**src/rtl/dpp_root_cell.sv**
```systemverilog
// One digit cell of the pipelined square root: takes two radicand bits per stage.
module dpp_root_cell #(
    parameter int RW = 29
) (
    input  logic          i_clk,
    input  logic          i_en,
    input  logic [RW+1:0] i_rem,
    input  logic [RW-1:0] i_root,
    input  logic [1:0]    i_pair,
    output logic [RW+1:0] o_rem,
    output logic [RW-1:0] o_root
);

    logic [RW+3:0] w_cur;
    logic [RW+3:0] w_trial;
    logic [RW+1:0] n_rem;
    logic [RW-1:0] n_root;
    logic [RW+1:0] r_rem;
    logic [RW-1:0] r_root;

    // Bring down two radicand bits and try to set the next root bit.
    always_comb begin
        w_cur   = {i_rem, i_pair};
        w_trial = {2'b00, i_root, 2'b01};
        if (w_cur >= w_trial) begin
            n_rem  = (RW+2)'(w_cur - w_trial);
            n_root = {i_root[RW-2:0], 1'b1};
        end else begin
            n_rem  = w_cur[RW+1:0];
            n_root = {i_root[RW-2:0], 1'b0};
        end
    end

    always_ff @(posedge i_clk) begin
        if (i_en) begin
            r_rem  <= n_rem;
            r_root <= n_root;
        end
    end

    assign o_rem  = r_rem;
    assign o_root = r_root;

endmodule

```
**config.mk**
```make
export PLATFORM = sky130hd
export DESIGN_NAME = dpp_root_cell
export DESIGN_NICKNAME = d
export VERILOG_FILES = /design/src/rtl/dpp_root_cell.sv
export SDC_FILE = /design/constraint.sdc
export NUM_CORES = 1
export LEC_CHECK = 0
export BUFFER_PORTS_ARGS = -buffer_cell sky130_fd_sc_hd__buf_2
export CORE_ASPECT_RATIO = 0.75
export CORE_MARGIN = 1
export CORE_UTILIZATION = 45
export CTS_CLUSTER_DIAMETER = 200
export DETAILED_ROUTE_END_ITERATION = 8
export PLACE_DENSITY = 0.76
export SYNTH_ARGS = -nofsm -noshare
export SYNTH_HDL_FRONTEND = slang
export SYNTH_SLANG_ARGS = --single-unit
```
**constraint.sdc**
```tcl
create_clock -name i_clk -period 3.4 [get_ports i_clk]
set_input_delay 0.17 -clock i_clk [delete_from_list [all_inputs] [get_ports i_clk]]
set_output_delay 0.17 -clock i_clk [all_outputs]
set_load 0.05 [all_outputs]
```
==> reports/qor.yml, run 1 <==
initial_core_util: 0.476
synth-main-ff-cell: "edfxtp_1"
setup_viol: 0
post_cts_resized: 0
die_x_um: 113
end_kind: "register"
slew_violations: 0
yosysTopAreaCell: "edfxtp_1"
ys_async_sr_fraction: 0
cts_max_path_buffers: 2
totalNegativeSetupSlack_ns: 0
synth_edf_count: 60
numCtsBuffers: 9
worst_hold_path_type: "input pin to register"
dr.first_iter.drc_count: 142
grt_pass1_wl_mm: 15.2
leakage_uw: 0.00233
synth-seq-cells: 60
synth_top_area_frac: 0.435
cts.sinks: 60
start_kind: "input pin"
rsz0062_at_grt: "false"
grt-ovfl-total: 0
firstDrtPassIters: 4
hold_viol: 0
ir_drop_uv: 369
htree_levels: 3
syn-cell-area_mm2: 0.00415
cts_tree: "done"
ys_seq_area_frac: 0.435
clk_pin_slew_ns: 0.05
synth_fp_nets: 469
coreArea_mm2: 0.00871
worstMarginPinSlew_ns: 0.844
critPathKind: "input pin to register"
syn_area_per_cell_um2: 11.1
fin_crit_sh: 0.802
boundaryPins: 124
dp_hpwl_mm: 7.05
portBuffers: 123
critPathRequiredTime_ns: 3.47
gp_congestion: 0.909
ys_warn_count: 0
antenna_found_initial: 0
utilization: 0.579
p_per_area_mw_per_mm2: 531
post-route-min-period_ns: 2.73
ys_top_cells_by_area: "edfxtp_1 (43%), mux2_4 (9.4%), ha_1 (9.4%)"
cts-root-buf: "clkbuf_16"
area_growth_pct: 21.6
wirelength_mm: 9.14
rows: 29
die-area_mm2: 0.00960
avgViaCountPerCell: 5.35
max_freq_ghz: 0.367
drtAntennaViolNets: 0
synth_cell_types: 49
holdBufCountCts: 0
grt_pass1_vias: 3191
drv_cap: 0
worstPathArrival_ns: 2.80
cp_max_fo: 31
route.detailed.drc: 0
grt_max_degree: 37
antenna_cells: 0
die_y_um: 85.1
syn-instance-count: 374
vias: 3254
drive_gt1_frac: 0.340
post-cts-setup-buffer-count: 0
track_usage: 0.203
slew_headroom: 0.438
avgRoutedWirePerCell_um: 15.0
final_nets: 591
holdPathStages: 1
status: "complete, no violations"
[cells by family (layout without fill, tap and decap cells)]
family	count (synthesis)	after routing	synth area share
AO/OA/AOI/OAI	88	88	0.144
AND/OR/NAND/NOR	85	85	0.0999
flip-flops	60	60	0.435
adder cells (fa/ha/maj)	31	31	0.0936
multiplexers	31	31	0.107
buffers and inverters	53	179	0.0667
XOR/XNOR	26	26	0.0549
[power by group]
group          switching [uW]  total, uW  internal, uW
sequential               20.9        954           933
clock                     298        774           476
combinational             620        947           327
total                     939       2680          1740
[synthesized netlist by cell type, types with 2 or more instances]
master and n:
a211oi_1 2, a21boi_0 2, a21o_1 11, a21oi_1 34, a31oi_4 2, and2_1 3, and3_1 3, buf_4 2
buf_6 3, clkbuf_1 4, clkbuf_2 2, edfxtp_1 60, ha_1 31, inv_1 39, mux2_4 26, mux2i_1 4
nand2_1 26, nand2b_1 4, nand3_1 10, nand3b_1 2, nand4_1 8, nor2_1 17, nor2b_1 3, nor3_1 5
o21a_1 4, o21ai_0 13, o21ai_2 2, o21bai_1 5, o31ai_1 3, xnor2_1 12, xor2_1 14
[routing by layer]
layer,global-route usage,part of all wire
met2,0.310,0.44
met5,0,0
met3,0.0564,0.067
met4,0.0667,0.016
met1,0.280,0.47
[critical path: stages]
cell      delay (ns)
buf_2           0.09
inv_1           0.04
ha_1            0.32
o21ai_0         0.18
a221oi_2        0.37
a41oi_2         0.20
o211ai_2        0.31
a31oi_4         0.16
o21ai_2         0.27
a31oi_4         0.12
buf_12          0.21
mux2_4          0.32
[through the flow]
step | std cells | hold slack (ns) | total power [uW] | cell area, um2 | worst slack (ns)
global placement | 593 | 0.362 | 1900 | 4790 | 0.465
CTS | 608 | 0.0203 | 2690 | 5040 | 0.656
global route | 608 | 0.0213 | 2800 | 5040 | 0.457
finish | 608 | 0.0305 | 2680 | 5040 | 0.672
detailed placement | 593 | 0.362 | 1910 | 4790 | 0.307
floorplan | 374 | 0.269 | 1710 | 4150 | 0.700
[area by class of cell]
type	instances	area (um2)
Fill cell	751	3670
Multi-Input combinational cell	261	2070
Sequential cell	60	1800
Timing Repair Buffer	125	643
Clock buffer	10	229
Inverter	39	146
Tap cell	108	135
Clock inverter	5	20.0
[worst paths after layout]
check	from	endpoint	slack, ns
worst max-delay path	i_root[0]	o_rem[19]	0.67
worst min-delay path	i_root[10]	o_root[11]	0.03
[sequential cells by signal, indices dropped and copies added, names as in the netlist]
| register | count |
|---|---|
| o_rem | 31 |
| o_root | 29 |
[cell usage in the layout (no fill, tap or decap), drive strengths merged, types with 2 or more instances in the layout]
cell type    n
and2         4
nand3b       2
a21boi       2
o21ai       15
a211oi       2
o31ai        3
o211ai       2
nor2b        3
nor2        17
nand4        8
nand3       10
xor2        14
edfxtp      60
clkbuf      10
nand2       26
xnor2       12
inv         39
clkinv       5
nand2b       4
ha          31
nor3         5
a31oi        3
a221oi       2
mux2i        4
buf        125
and3         3
mux2        27
a21o        11
o21a         4
a21oi       34
o21bai       5
(Power assumes the default switching activity.)
==> run 2, diff against run 1 <==
ABC_AREA = 1   (was not set)
PLACE_DENSITY = 0.75   (was 0.76)
clock period = 2.7 ns   (was 3.4 ns; I/O delays follow)
==> run 2 against run 1 <==
Effect of this change: routed wire length rose by 47%; setup slack lost 0.41 ns; total power rose by 33%; core utilization increased by 1.2 points; sequential share of layout area fell by 6.3 points; synthesized area up 17%; highest routed layer unchanged.
==> reports/qor.yml, run 2 <==
status: "complete, no violations"
coreArea_mm2: 0.0104
n_fill_cell: 988
firstDrtPassIters: 5
use_met2: 0.383
drtAntennaViolNets: 0
slew_violations: 0
multi_input_area_mm2: 0.00241
crit_chain: "buf_2 -> ha_1 -> nand2_1 -> nor2_1 -> nand2_1 -> nor2_1 -> nand2_1 -> nand3_2 -> nor2_4 -> nand2_8 -> nand3_1 -> nand2_1"
dpl.cell_count: 934
gp_congestion: 0.920
post-cts-setup-buffer-count: 0
track_usage: 0.253
globalRouteMet1Util: 0.358
synth_edf_count: 60
cts_tree: "done"
layout.area.seq_mm2: 0.00180
die-area_mm2: 0.0112
rows: 32
post_cts_resized: 0
cp_common_cell: "nand2_1"
start_kind: "input pin"
ys_async_sr_fraction: 0
avgViaCountPerCell: 4.81
critPathKind: "input pin to register"
yosysTopAreaCell: "edfxtp_1"
synth-seq-cells: 60
initial_core_util: 0.466
yosysMostFrequentCell: "nand2_1"
cts.sinks: 60
ys_top_cells_by_area: "edfxtp_1 (37%), nand2_1 (20%), inv_1 (11%)"
worst_hold_path_type: "input pin to register"
cts_max_path_buffers: 2
ir_drop_uv: 336
syn_area_per_cell_um2: 7.11
critPathMaxStageDelay_ns: 0.71
leakage_uw: 0.00345
whs_ns: 0.00944
area_growth_pct: 26.8
synth_top_area_frac: 0.373
htree_levels: 3
crit_family: "simple AND/OR/NAND/NOR gates"
grt_pass1_wl_mm: 21.5
syn-cell-area_mm2: 0.00483
antenna_found_initial: 0
rsz0062_at_grt: "false"
largest_reg_flops: 31
numCtsBuffers: 9
worstPathArrival_ns: 2.53
route.detailed.drc: 0
final_cell_mix: "nand2_1 (263), inv_1 (142), buf_2 (123), edfxtp_1 (60), nand3_1 (54)"
portBuffers: 123
grt_max_degree: 36
crit_slowest_cell: "nor2_4"
wirelength_mm: 13.4
critPathRequiredTime_ns: 2.79
slew_headroom: 0.388
cp.depth: 12
final_common_cell: "nand2_1"
dp_hpwl_mm: 10.4
die_y_um: 91.8
setup_viol: 0
post-route-min-period_ns: 2.44
grt-ovfl-total: 0
syn-instance-count: 680
worstMarginPinSlew_ns: 0.916
avgRoutedWirePerCell_um: 13.8
detailedPlace.worstSlack_ns: -0.0658
boundaryPins: 124
busiest_layer: "met2"
ys_seq_area_frac: 0.373
ys_warn_count: 0
cts-root-buf: "clkbuf_16"
final_cells: 975
placedInstanceArea_mm2: 0.00559
synth_fp_nets: 775
max_freq_ghz: 0.410
dr.first_iter.drc_count: 307
clk_pin_slew_ns: 0.05
antenna_cells: 0
grt_pass1_vias: 4436
p_per_area_mw_per_mm2: 579
end_kind: "register"
hold_viol: 0
met3_usage: 0.0603
drive_gt1_frac: 0.205
synth_cell_types: 29
drv_cap: 0
final_nets: 930
worst_slack_ns: 0.260
netlist_top_cells_count: "nand2_1 (263), inv_1 (142), edfxtp_1 (60), nand3_1 (54)"
cp_max_fo: 33
holdPathStages: 1
vias: 4691
cp.buffers_inverters: 1
synth-main-ff-cell: "edfxtp_1"
fin_crit_sh: 0.904
holdBufCountCts: 24
die_x_um: 122
final_cell_area_mm2: 0.00613
==> run 2: cell type report <==
class | count | share of cell area
clock buffers | 9 | 0.0367
multi-input cells | 466 | 0.393
clock inverters | 6 | 0.00918
repair buffers | 154 | 0.151
flip-flops and latches | 60 | 0.294
inverters | 144 | 0.0882
well taps | 136 | 0.0278
==> run 2: logic make-up after synthesis <==
| group | Yosys count | share of synthesized area |
|---|---|---|
| xor+xnor | 14 | 0.0254 |
| flops | 60 | 0.373 |
| compound gates | 22 | 0.0238 |
| buf+inv | 154 | 0.129 |
| simple gates | 399 | 0.369 |
| fa+ha+maj | 31 | 0.0802 |
==> run 2: layer usage <==
layer	vias up	part of all wire
met5	-	0
met4	0	0.0089
met3	10	0.080
met2	171	0.43
met1	2095	0.49
li1	2415	-
==> run 2: worst paths after layout <==
path | start | to | slack, ns
setup / recovery | i_rem[19] | o_rem[30] | 0.26
hold / removal | i_root[14] | o_root[15] | 0.009
==> run 2: per-stage QoR <==
step,power [uW],setup TNS [ns],util
6_report,3550,0,0.591
5_1_grt,3720,0,0.591
4_1_cts,3550,0,0.589
3_5_place_dp,2410,-0.435,0.539
3_3_place_gp,2390,-0.0481,0.539
2_1_floorplan,2100,0,-
==> run 2: report_power, final <==
group          switching, uW  internal [uW]  leakage [uW]
Clock                    415            699      0.000138
Combinational            892            352       0.00272
Sequential              25.3           1170      0.000587
Total                   1330           2220       0.00345
==> run 3, diff against run 2 <==
CELL_PAD_IN_SITES_DETAIL_PLACEMENT = 1   (was not set)
CELL_PAD_IN_SITES_GLOBAL_PLACEMENT = 2   (was not set)
CORE_UTILIZATION = 29   (was 45)
PLACE_DENSITY = 0.85   (was 0.75)
==> run 3 against run 2 <==
Effect of this change: core utilization down 20 points; non-clock buffer count up 20; sequential share of layout area down 1.3 points; flip-flop and latch count unchanged; die area up 54%; worst hold slack better by 0.10 ns; via count up 0.83%; highest routed layer unchanged.
==> reports/qor.yml, run 3 (same netlist as run 2, synthesis figures left out) <==
status: "complete, no violations"
drive_gt1_frac: 0.221
worstHoldEndpoint: "o_rem[9]"
die_y_um: 114
fin_crit_sh: 0.888
dpl.cell_count: 1026
numCtsBuffers: 9
crit_slowest_cell: "nor2_4"
met3_usage: 0.0348
holdPathStages: 3
post-cts-setup-buffer-count: 0
gp_congestion: 0.869
critPathRequiredTime_ns: 2.80
grt_pass1_vias: 4873
crit_family: "simple AND/OR/NAND/NOR gates"
grt-ovfl-total: 0
clk_pin_slew_ns: 0.05
p_per_area_mw_per_mm2: 580
busiest_layer: "met2"
final_cells: 1070
setup_viol: 0
post-route-min-period_ns: 2.40
rows: 40
globalRouteMet1Util: 0.284
worst_hold_path_type: "input pin to register"
grt_pass1_wl_mm: 25.3
avgRoutedWirePerCell_um: 14.6
cp_max_fo: 33
slew_violations: 0
area_growth_pct: 32.5
grt_max_degree: 35
cts_max_path_buffers: 2
die-area_mm2: 0.0172
n_fill_cell: 2078
cts_tree: "done"
avgViaCountPerCell: 4.42
cts-root-buf: "clkbuf_16"
drtAntennaViolNets: 0
portBuffers: 123
hp-start: "i_rem[7]"
max_freq_ghz: 0.417
final_common_cell: "nand2_1"
track_usage: 0.194
firstDrtPassIters: 4
leakage_uw: 0.00356
cp.buffers_inverters: 2
drv_cap: 0
critPathKind: "input pin to register"
final_cell_mix: "nand2_1 (263), inv_1 (142), buf_2 (123), edfxtp_1 (60), nand3_1 (54)"
htree_levels: 3
dp_hpwl_mm: 12.4
multi_input_area_mm2: 0.00241
vias: 4730
start_kind: "input pin"
wirelength_mm: 15.6
whs_ns: 0.111
coreArea_mm2: 0.0162
dr.first_iter.drc_count: 199
final_nets: 950
layout.area.seq_mm2: 0.00180
hold_viol: 0
end_kind: "register"
critPathMaxStageDelay_ns: 0.68
cts.sinks: 60
antenna_found_initial: 0
worstPathArrival_ns: 2.49
initial_core_util: 0.299
die_x_um: 151
route.detailed.drc: 0
cp_common_cell: "nand2_1"
antenna_cells: 0
worstMarginPinSlew_ns: 0.875
rsz0062_at_grt: "false"
largest_reg_flops: 31
slew_headroom: 0.416
ir_drop_uv: 280
boundaryPins: 124
crit_chain: "buf_2 -> ha_1 -> nand2_1 -> inv_2 -> a21oi_1 -> nand2b_1 -> nand3_2 -> nor2_4 -> nand2_8 -> nand2_1 -> nand2_1"
use_met2: 0.290
==> run 3: worst max-delay path by stage <==
stage / from / to / cells after the start
2_1_floorplan: i_root[25] / o_rem[15] / 12
3_3_place_gp: i_rem[19] / o_rem[15] / 12
3_5_place_dp: i_rem[25] / o_rem[30] / 11
4_1_cts: i_rem[24] / o_rem[30] / 11
5_1_grt: i_rem[21] / o_rem[30] / 12
6_report: i_rem[25] / o_rem[13] / 11
==> run 3: cell type report <==
type | instances | share of cell area
inverters | 144 | 0.0844
clock buffers | 10 | 0.0357
well taps | 210 | 0.0410
clock inverters | 6 | 0.0123
multi-input cells | 466 | 0.376
flip-flops and latches | 60 | 0.281
repair buffers | 174 | 0.169
==> run 3: per-stage QoR <==
stage	utilization	setup TNS [ns]	setup WS, ns	power, uW	cell area (um2)
final	0.396	0	0.301	3720	6400
after global routing	0.396	0	0.0636	3920	6400
after CTS	0.396	0	0.242	3770	6400
after detailed placement	0.360	-2.56	-0.135	2480	5820
after global placement	0.360	-1.50	-0.0912	2460	5820
after floorplan	-	0	0.992	2100	4830
==> run 3: power by group <==
| part | switching (uW) | internal (uW) |
|---|---|---|
| registers | 24.5 | 1160 |
| logic | 916 | 383 |
| clock network | 430 | 799 |
| total | 1370 | 2350 |
==> run 3: layer usage <==
metal,routed length (um),vias to the layer above
li1,-,2458
met3,773,13
met2,6460,109
met5,0,-
met4,192,0
met1,8150,2150
==> run 3: what timing repair did <==
item	4_1_cts	5_1_grt
hold buffers	28	0
hold endpoints to repair	28	0
gates resized for setup	0	0
