### src/rtl/dpp_div_cell.sv
// One bit cell of the pipelined restoring divider: one quotient bit per stage.
module dpp_div_cell #(
    parameter int DW = 30,
    parameter int QB = 21
) (
    input  logic          i_clk,
    input  logic          i_en,
    input  logic [DW-1:0] i_rem,
    input  logic          i_bit,
    input  logic [DW-1:0] i_div,
    input  logic [QB-1:0] i_q,
    output logic [DW-1:0] o_rem,
    output logic [QB-1:0] o_q
);

    logic [DW:0]   w_cur;
    logic [DW-1:0] n_rem;
    logic [QB-1:0] n_q;
    logic [DW-1:0] r_rem;
    logic [QB-1:0] r_q;

    // Shift in the next dividend bit and subtract the divisor when it fits.
    always_comb begin
        w_cur = {i_rem, i_bit};
        if (w_cur >= {1'b0, i_div}) begin
            n_rem = DW'(w_cur - {1'b0, i_div});
            n_q   = {i_q[QB-2:0], 1'b1};
        end else begin
            n_rem = w_cur[DW-1:0];
            n_q   = {i_q[QB-2:0], 1'b0};
        end
    end

    always_ff @(posedge i_clk) begin
        if (i_en) begin
            r_rem <= n_rem;
            r_q   <= n_q;
        end
    end

    assign o_rem = r_rem;
    assign o_q   = r_q;

endmodule

### config.mk
export PLATFORM = sky130hd
export DESIGN_NAME = dpp_div_cell
export DESIGN_NICKNAME = d
export VERILOG_FILES = /design/src/rtl/dpp_div_cell.sv
export SDC_FILE = /design/constraint.sdc
export NUM_CORES = 1
export LEC_CHECK = 0
export BUFFER_PORTS_ARGS = -buffer_cell sky130_fd_sc_hd__buf_2
export CAP_MARGIN = 10
export CORE_ASPECT_RATIO = 0.75
export CORE_MARGIN = 2
export CORE_UTILIZATION = 40
export CTS_CLUSTER_DIAMETER = 200
export DETAILED_ROUTE_END_ITERATION = 10
export PLACE_DENSITY = 0.66
export SLEW_MARGIN = 20
export SYNTH_ARGS = -nofsm -noshare
export SYNTH_HDL_FRONTEND = slang
export SYNTH_SLANG_ARGS = --single-unit
### constraint.sdc
create_clock -name i_clk -period 3.48 [get_ports i_clk]
set_input_delay 0.348 -clock i_clk [delete_from_list [all_inputs] [get_ports i_clk]]
set_output_delay 0.348 -clock i_clk [all_outputs]
set_load 0.1 [all_outputs]
==> summary.md, run 1 <==
| Metric | Value |
|---|---|
| Post-layout util | 51.24% |
| Top-count cell post-synth | edfxtp_1 |
| Row count | 30 |
| Relative max-transition margin | 42.26% |
| Post-synth EDFFs | 51 |
| Cell taking the most area after synthesis | edfxtp_1 |
| Synthesis-stage register bit count | 51 |
| Nets | about 640 |
| Hold crit path type | primary input to flip-flop |
| Final worst path period share | 83.23% |
| CP endpoint kind | flip-flop |
| Initial core utilization | 41.89% |
| Critical path's top delay family | compound AO/OA/AOI/OAI gates |
| Critical Path RT | roughly 3500 ps |
| Setup ws final | between 500 and 600 ps |
| CP peak stage delay | between 400 and 500 ps |
| Met1 usage | 26.79% |
| Cell area after synthesis | around 0.0039 mm² |
| M3 GR Usage | approximately 4.3% |
| Commonest cells in the netlist | edfxtp_1 (51), nand2_1 (47), inv_1 (39) |
| Setup CP Type | primary input to flip-flop |
| Maximum vdd drop | between 0.0003 and 0.0004 V |
| DIE AREA | ~0.010 mm² |
| Syn Area/Cell | about 9.7 µm² |
| Core ar. | between 0.009 and 0.01 mm² |
| Post-DP HPWL | between 7000 and 8000 µm |
| N_diodes | 0 |
| Critical Path, Cell by Cell | buf_2 -> inv_1 -> ha_1 -> fa_1 -> nor2b_4 -> o31a_1 -> o21ai_2 -> a2111oi_2 -> o2111ai_2 -> a21oi_1 -> nand4_1 -> a32o_1 |
| PortBufs | roughly 130 |
| CP max-delay cell | fa_1 |
| Transition time at the pin with the least slew margin | 866.2 ps |
| Largest net degree at the start of global routing | 37 |
| Post-Synthesis Cells | between 300 and 400 |
| Min Hold Slack | between 200 and 250 ps |
| Max Fclk | 345.3 MHz |
| Area growth from synthesis to layout | 22.31% |
| H-tree depth | 2 |
| Netlist cell types | a little under 70 |
| RSZ-0062 raised after global routing | false |
| Total track usage | approximately a fifth |
| Proportion of layout cells with a drive suffix above 1 | between 30% and 40% |
| Final setup violation count | 0 |
| Final wirelength | approximately 9900 µm |
| Worst Path Arrival | 2940 ps |
| Grt total ovfl | 0 |
| Root buffer cell | clkbuf_16 |
| CTS Buffer Depth | 2 |
| Main synth FF type | edfxtp_1 |
| Setup TNS | 0 ps |
| Startpoint types | primary input |
| Gr busiest metal | met2 |
| Max FO, Critical Path | 3 |
| Final cell count without fillers | ~660 |
| Vias/cell | around 5.1 |
| Number of global-route vias before repair | about 3200 |
| TritonCTS Sinks | slightly above 50 |
| DIE WIDTH | between 100 and 150 µm |
| Max-Cap Viols | 0 |
| Cts hold-fix bufs | 0 |
| Synth area leaders | edfxtp_1 (40%), ha_1 (9.7%), nand2_1 (4.6%) |
| Met2 GRT Util | between 30% and 40% |
| Clock transition at path regs | 70 ps |
| Routability congestion estimate | between 0.8 and 0.9 |
| Min Tclk post-route | between 2000 and 3000 ps |
| Initial antenna violation count | 0 |
| Buf/Inv on CP | 2 |
| Area share of the largest cell type after synthesis | approximately two fifths |
| P_leak | 0.002186 µW |
| Sequential area share after synthesis | between 30% and 40% |
| Post-synth ARST share | 0% |
| Final ANT Viol Nets | 0 |
| Total CTS buffers | 5 |
| Drt wl/cell | approximately 15 µm |
| Final Hold Viols | 0 |
| Final Max Tran Viols | 0 |
| IO Pins | 135 |
| Pre-Repair DR Iteration Count | 4 |
| Via Count | between 3000 and 4000 |
| Post-CTS setup buffers | 0 |
| Residual DRC | 0 |
| Hold Path Depth | 1 |
| Yosys warnings | 0 |
| Outcome | completed |
| Power per cell area | a little over 500 mW/mm² |
| Cells after DPL | around 650 |
| Starting DRT DRC Count | ~180 |
| Post-place setup slack | 335.7 ps |
| Die height | roughly 89 µm |
| Hold Path End | o_q[3] |
| CTS tree | done |
| Global-route wire length before repair | around 16000 µm |
| Critical hold path startpoint | i_q[2] |
| Post-CTS Resized | 0 |
| Syn_nets | 513 |
## final cells by class
type / instances / area (µm²)
Clock inverter: 3 / 20.02
Fill cell: 888 / 4484
Clock buffer: 5 / 125.1
Multi-Input combinational cell: 290 / 2011
Timing Repair Buffer: 140 / 718.2
Inverter: 39 / 146.4
Tap cell: 128 / 160.2
Sequential cell: 51 / 1531
## cells by family (layout without fill, tap and decap cells)
logic type                 Yosys count  after routing  share of synthesized area [%]
AOI/OAI and AO/OA                  131            131                          22.77
and+or+nand+nor                    103            103                          13.38
buffers and inverters               57            187                          8.054
DFF                                 51             51                          39.75
adders and majority gates           31             31                          10.26
xor gates and xnor gates            23             23                          5.229
muxes                                2              2                         0.5521
## metrics by stage
| step | total power [µW] | area (µm²) |
|---|---|---|
| after global placement | 1929 | 4567 |
| after global routing | 2548 | 4712 |
| after floorplan | 1737 | 3852 |
| after detailed placement | 1934 | 4567 |
| after CTS | 2451 | 4712 |
| final | 2428 | 4712 |
## metal layers
metal	wire (µm)	vias up	share of wire, %
met3	657	7	6.6
met4	57	0	0.58
met2	4111	127	41
met5	0	-	0
li1	-	1708	-
met1	5081	1519	51
## worst max path at each step
stage | from | endpoint | cells after the start
final | i_bit | o_rem[24] | 12
after global routing | i_bit | o_rem[28] | 12
after CTS | i_bit | o_rem[24] | 13
after detailed placement | i_bit | o_rem[24] | 13
after global placement | i_bit | o_rem[24] | 12
after floorplan | i_bit | o_rem[24] | 11
## flip-flops by register name (all words and copies together), names as in the netlist
register and count:
o_q 21, o_rem 30
## power breakdown
part	switching (µW)	internal [µW]	total [µW]
Clock	238	266	505
Combinational	868	264	1130
Sequential	15.1	775	790
Total	1120	1310	2430
## placed cells by master, fill, tap and decap left out, types with 2 or more instances in the layout
| cell | count |
|---|---|
| buf_2 | 133 |
| edfxtp_1 | 51 |
| nand2_1 | 47 |
| inv_1 | 39 |
| o21ai_0 | 32 |
| ha_1 | 30 |
| a21oi_1 | 28 |
| a21o_1 | 16 |
| xor2_1 | 12 |
| o21ai_1 | 11 |
| xnor2_1 | 11 |
| nor2_1 | 10 |
| buf_4 | 7 |
| nand4_1 | 6 |
| nand2b_1 | 6 |
| nand3_1 | 5 |
| o21bai_1 | 5 |
| or2_2 | 5 |
| clkbuf_16 | 5 |
| nor3_1 | 4 |
| a31oi_1 | 4 |
| a211oi_1 | 3 |
| nor4_1 | 3 |
| and3_1 | 3 |
| o31ai_1 | 3 |
| nor2b_1 | 2 |
| nand3b_1 | 2 |
| o21a_1 | 2 |
| o211ai_1 | 2 |
| a21o_2 | 2 |
| a31oi_2 | 2 |
| nor3b_1 | 2 |
| a21boi_0 | 2 |
Note: power is estimated with default switching activity, not from simulation.
==> inputs of run 2 (changes only) <==
Clock period 3.48 ns to 2.74 ns, I/O delays scaled along.
==> run 2 against run 1 <==
Net effect:
- critical endpoint unchanged
- count of clock-buffer cells in the layout unchanged
- utilization increased by 6.1 points
- first-iteration DRC count increased by 60%
- final area increased by 12%
- largest power group unchanged
- non-clock buffer count increased by 69
- highest routed layer unchanged
- die area unchanged
- hold slack got worse by 77 ps
==> summary.md, run 2 (same netlist as run 1, synthesis figures left out) <==
| Metric | Value |
|---|---|
| Max FO, Critical Path | 3 (unchanged) |
| Setup CP Type | primary input to flip-flop |
| Residual DRC | 0 (unchanged) |
| Vias/cell | 5.061 (-1.2%) |
| Drt wl/cell | 14.83 µm (-1.8%) |
| Critical Path RT | 2790 ps (-730 ps) |
| Grt total ovfl | 0 (unchanged) |
| Outcome | completed |
| P_leak | 0.002526 µW (+16%) |
| Critical Path, Cell by Cell | buf_2 -> inv_2 -> ha_4 -> fa_2 -> nor2b_4 -> o31a_1 -> o21ai_2 -> a2111oi_4 -> o2111ai_2 -> a21oi_2 -> buf_4 -> or4_4 -> a32o_1 |
| Hold crit path type | primary input to flip-flop |
| Root buffer cell | clkbuf_16 |
| Clock transition at path regs | 70 ps (about the same) |
| IO Pins | 135 (unchanged) |
| Commonest non-fill, non-tap cells in the layout | buf_2 (133), buf_4 (75), edfxtp_1 (51) |
| Initial antenna violation count | 0 (unchanged) |
| Total track usage | 20.37% (+1.5 points) |
| Power per cell area | 613.2 mW/mm² (+19%) |
| RSZ-0062 raised after global routing | false |
| Final Hold Viols | 0 (unchanged) |
| Post-DP HPWL | 8662 µm (+9.3%) |
| Number of global-route vias before repair | 3521 (+11%) |
| Area growth from synthesis to layout | 36.99% |
| Post-place setup slack | -376.8 ps (-712.5 ps) |
| Register area | 0.001531 mm² (unchanged) |
| Cells after DPL | 714 (+10%) |
| Total CTS buffers | 5 (unchanged) |
| Initial core utilization | 41.89% (unchanged) |
| Proportion of layout cells with a drive suffix above 1 | 40.54% (+8.7 points) |
| Largest net degree at the start of global routing | 36 (-2.7%) |
| Final cell count without fillers | 725 (+11%) |
| Nets | 711 (+11%) |
| Max Fclk | 377.4 MHz |
| Final Max Tran Viols | 0 (unchanged) |
| Row count | 30 (unchanged) |
| TritonCTS Sinks | 51 (unchanged) |
| Area of the multi-input gates | 0.002046 mm² (+1.7%) |
| Max-Cap Viols | 0 (unchanged) |
| Setup TNS | 0 ps (unchanged) |
| PortBufs | 133 (unchanged) |
| Maximum vdd drop | 0.0003247 V (+3.3%) |
| Routability congestion estimate | 0.9306 (+11%) |
| Min Tclk post-route | around 2600 ps |
| Worst Path Arrival | 2700 ps (-240 ps) |
| Final ANT Viol Nets | 0 (unchanged) |
| Final worst path period share | 96.70% |
| DIE WIDTH | 117.3 µm (unchanged) |
| Most common cell after layout, fill and taps aside | buf_2 |
| Max reg flops | 30 (unchanged) |
| Final setup violation count | 0 (unchanged) |
| CP max-delay cell | or4_4 |
| Global-route wire length before repair | 17110 µm (+9.0%) |
| Dpl cell area | 0.005075 mm² (+11%) |
| Startpoint types | primary input |
| Fin area | 0.005278 mm² (+12%) |
| Relative max-transition margin | 66.30% (+24 points) |
| Min Hold Slack | 153.8 ps (-77.06 ps) |
| CP endpoint kind | flip-flop |
| N_diodes | 0 (unchanged) |
| CTS tree | done |
| Die height | 88.99 µm (unchanged) |
| Starting DRT DRC Count | 285 (+60%) |
| Core ar. | 0.009196 mm² (unchanged) |
| DIE AREA | 0.01044 mm² (unchanged) |
| Via Count | 3669 (+9.2%) |
| Transition time at the pin with the least slew margin | 509.1 ps (-357.1 ps) |
| CP peak stage delay | 470 ps (+30 ps) |
| Setup ws final | 90.40 ps (-493.4 ps) |
| H-tree depth | 2 (unchanged) |
| Filler Cells Inserted | 872 (-1.8%) |
| CTS Buffer Depth | 2 (unchanged) |
| Pre-Repair DR Iteration Count | 4 (unchanged) |
| Final wirelength | 10750 µm (+8.5%) |
-- run 2: final timing paths --
path / start / end / cells past startpoint
worst max-delay path: i_bit / o_rem[24] / 13
worst min-delay path: i_q[0] / o_q[1] / 1
-- run 2: power by group --
part | internal [µW] | total, µW | switching, µW
clock network | 338 | 646 | 308
logic | 442 | 1590 | 1140
registers | 984 | 1010 | 21.1
-- run 2: per-stage QoR --
step           total power (µW)  util [%]
2_1_floorplan              2206         -
3_3_place_gp               2577     55.18
3_5_place_dp               2586     55.18
4_1_cts                    3244     57.09
5_1_grt                    3380     57.39
6_report                   3236     57.39
-- run 2: cell type report --
class | instances | share of cell area (%)
multi-input combinational | 290 | 38.76
sequential | 51 | 29.02
timing repair buffer | 209 | 23.66
tap | 128 | 3.035
inverter | 39 | 2.774
clock buffer | 5 | 2.371
clock inverter | 3 | 0.3793
-- run 2: worst max-delay path, delay by kind of cell --
family | cells | cell delay [ps]
AOI/OAI and AO/OA | 6 | 1220
and+or+nand+nor | 2 | 520
adders and majority gates | 2 | 370
buffers and inverters | 3 | 320
-- run 2: repair_timing --
item,CTS,global route
pin swaps,4,9
buffers inserted,2,2
endpoints found under the setup margin,1,3
gates resized for setup,3,4
hold buffers,0,0
-- run 2: layer usage --
metal  part of all wire (%)  GRT usage (%)
met1                     51          29.38
met2                     43          32.43
met5                      0              0
met4                   0.31          3.395
met3                    5.6          4.145
==> inputs of run 3 (changes only) <==
==> constraint.sdc (replaced) <==
create_clock -name i_clk -period 2.74 [get_ports i_clk]
set_input_delay 0.411 -clock i_clk [delete_from_list [all_inputs] [get_ports i_clk]]
set_output_delay 0.411 -clock i_clk [all_outputs]
set_load 0.1 [all_outputs]
==> run 3 against run 2 <==
Net effect:
- hold slack improved by 140 ps
- global-route usage fell by 0.062 points
- count of clock-buffer cells in the layout did not move
- via count fell by 0.76%
- critical path type unchanged
- final area rose by 1.8%
- worst setup slack got worse by 79 ps
- sequential share of layout area fell by 0.51 points
- non-clock buffer count rose by 2
- critical path depth fell by 1
- clock power rose by 9.4%
==> summary.md, run 3 (same netlist as run 1, synthesis figures left out) <==
| Metric | Value |
|---|---|
| Outcome | completed |
| Core ar. | 0.009196 mm² (unchanged) |
| Setup CP Type | primary input to flip-flop |
| Critical Path RT | 2790 ps (about the same) |
| Initial antenna violation count | 0 (unchanged) |
| Grt total ovfl | 0 (unchanged) |
| Final Max Tran Viols | 0 (unchanged) |
| Cells after DPL | 717 (+0.42%) |
| Final ANT Viol Nets | 0 (unchanged) |
| Final Hold Viols | 0 (unchanged) |
| Root buffer cell | clkbuf_16 |
| N_diodes | 0 (unchanged) |
| Via Count | 3641 (-0.76%) |
| TritonCTS Sinks | 51 (unchanged) |
| Max Fclk | 366.4 MHz (-2.9%) |
| Largest net degree at the start of global routing | 47 (+31%) |
| IO Pins | 135 (unchanged) |
| Total track usage | 20.30% (-0.062 points) |
| Pre-Repair DR Iteration Count | 4 (unchanged) |
| Proportion of layout cells with a drive suffix above 1 | 41.47% (+0.94 points) |
| H-tree depth | 2 (unchanged) |
| Initial core utilization | 41.89% (unchanged) |
| Startpoint types | primary input |
| Min Tclk post-route | 2729 ps (+79.38 ps) |
| Residual DRC | 0 (unchanged) |
| Total CTS buffers | 5 (unchanged) |
| Max reg flops | 30 (unchanged) |
| Vias/cell | 5.015 (-0.90%) |
| Final worst path period share | 99.60% (+2.9 points) |
| Final wirelength | 10640 µm (-1.1%) |
| Global-route wire length before repair | 16850 µm (-1.5%) |
| CP endpoint kind | flip-flop |
| Die height | 88.99 µm (unchanged) |
| Starting DRT DRC Count | 165 (-42%) |
| Most common cell after layout, fill and taps aside | buf_2 |
| Power per cell area | 616.6 mW/mm² (+0.55%) |
| Cts hold-fix bufs | 0 (unchanged) |
| PortBufs | 133 (unchanged) |
| Maximum vdd drop | 0.0002689 V (-17%) |
| Filler Cells Inserted | 817 (-6.3%) |
| Relative max-transition margin | 67.04% (+0.74 points) |
| CTS Buffer Depth | 2 (unchanged) |
| Commonest non-fill, non-tap cells in the layout | buf_2 (132), buf_4 (76), edfxtp_1 (51) |
| P_leak | 0.002559 µW (+1.3%) |
| Hold crit path type | primary input to flip-flop |
| Worst Path Arrival | 2780 ps (+80 ps) |
| Area growth from synthesis to layout | 39.46% |
| Final setup violation count | 0 (unchanged) |
| Post-DP HPWL | 8602 µm (-0.70%) |
| RSZ-0062 raised after global routing | true |
| Nets | 713 (+0.28%) |
| Fin area | 0.005373 mm² (+1.8%) |
| Max-Cap Viols | 0 (unchanged) |
| Routability congestion estimate | 0.8576 (-7.8%) |
| Max FO, Critical Path | 4 (+1) |
| Final cell count without fillers | 726 (+0.14%) |
| Number of global-route vias before repair | 3391 (-3.7%) |
| Dpl cell area | 0.005114 mm² (+0.76%) |
| DIE WIDTH | 117.3 µm (unchanged) |
| Transition time at the pin with the least slew margin | 497.8 ps (-11.24 ps) |
| DIE AREA | 0.01044 mm² (unchanged) |
| Clock transition at path regs | 60 ps (about the same) |
| CTS tree | done |
| Drt wl/cell | 14.66 µm (-1.2%) |
| Row count | 30 (unchanged) |
| Setup TNS | 0 ps (unchanged) |
==> run 3: cell types whose count changed in the layout (fill, tap and decap cells not counted), sizes merged <==
cell | previous run | this run
buf | 209 | 211
bufinv | 0 | 1
clkinv | 2 | 0
==> run 3: what timing repair did <==
item | CTS | global route
setup endpoints to repair | 3 | 9
pin swaps | 3 | 14
resized for setup | 2 | 15
setup buffers | 1 | 1
==> run 3: through the flow <==
step / hold WS [ps] / total power [µW] / utilization (%) / setup WS (ps)
4_1_cts: 287.9 / 3318 / 57.62 / 1.537
3_5_place_dp: 589.8 / 2592 / 55.61 / -397.7
2_1_floorplan: 509.9 / 2207 / - / 6.159
5_1_grt: 286.0 / 3461 / 58.42 / -63.74
6_report: 293.7 / 3313 / 58.42 / 11.02
3_3_place_gp: 587.1 / 2579 / 55.61 / -318.6
==> run 3: critical path, cell delays in order <==
cell and delay [ps]:
buf_8 100, inv_4 40, ha_4 130, fa_2 230, nor2b_4 50, o31a_1 350, o21ai_2 200, a2111oi_4 100
o2111ai_2 290, a21oi_4 120, or4_1 510, a32o_1 230
==> run 3: per-layer routing <==
metal | global-route usage (%) | vias to the layer above | routed length [µm]
li1 | - | 1853 | -
met1 | 29.85 | 1650 | 5595
met2 | 31.21 | 127 | 4304
met3 | 4.273 | 11 | 647
met4 | 3.943 | 0 | 94
met5 | 0 | - | 0
==> run 3: cell type report <==
cell class / instances / area (µm²) / share of cell area, %
Clock buffer: 5 / 125.1 / 2.329
Clock inverter: 2 / 37.54 / 0.6986
Inverter: 39 / 148.9 / 2.771
Multi-Input combinational cell: 290 / 2083 / 38.78
Sequential cell: 51 / 1531 / 28.50
Tap cell: 128 / 160.2 / 2.981
Timing Repair Buffer: 211 / 1286 / 23.94
==> run 3: power by group <==
group          internal [µW]  leakage [µW]  switching, µW
logic                    449       0.00198           1150
registers                985      0.000499           24.4
clock network            426     0.0000759            281
==> run 3: worst paths after layout <==
kind / cells after the start / slack (ps) / endpoint / start
setup / recovery: 12 / 10 / o_rem[24] / i_bit
hold / removal: 1 / 290 / o_q[19] / i_q[18]
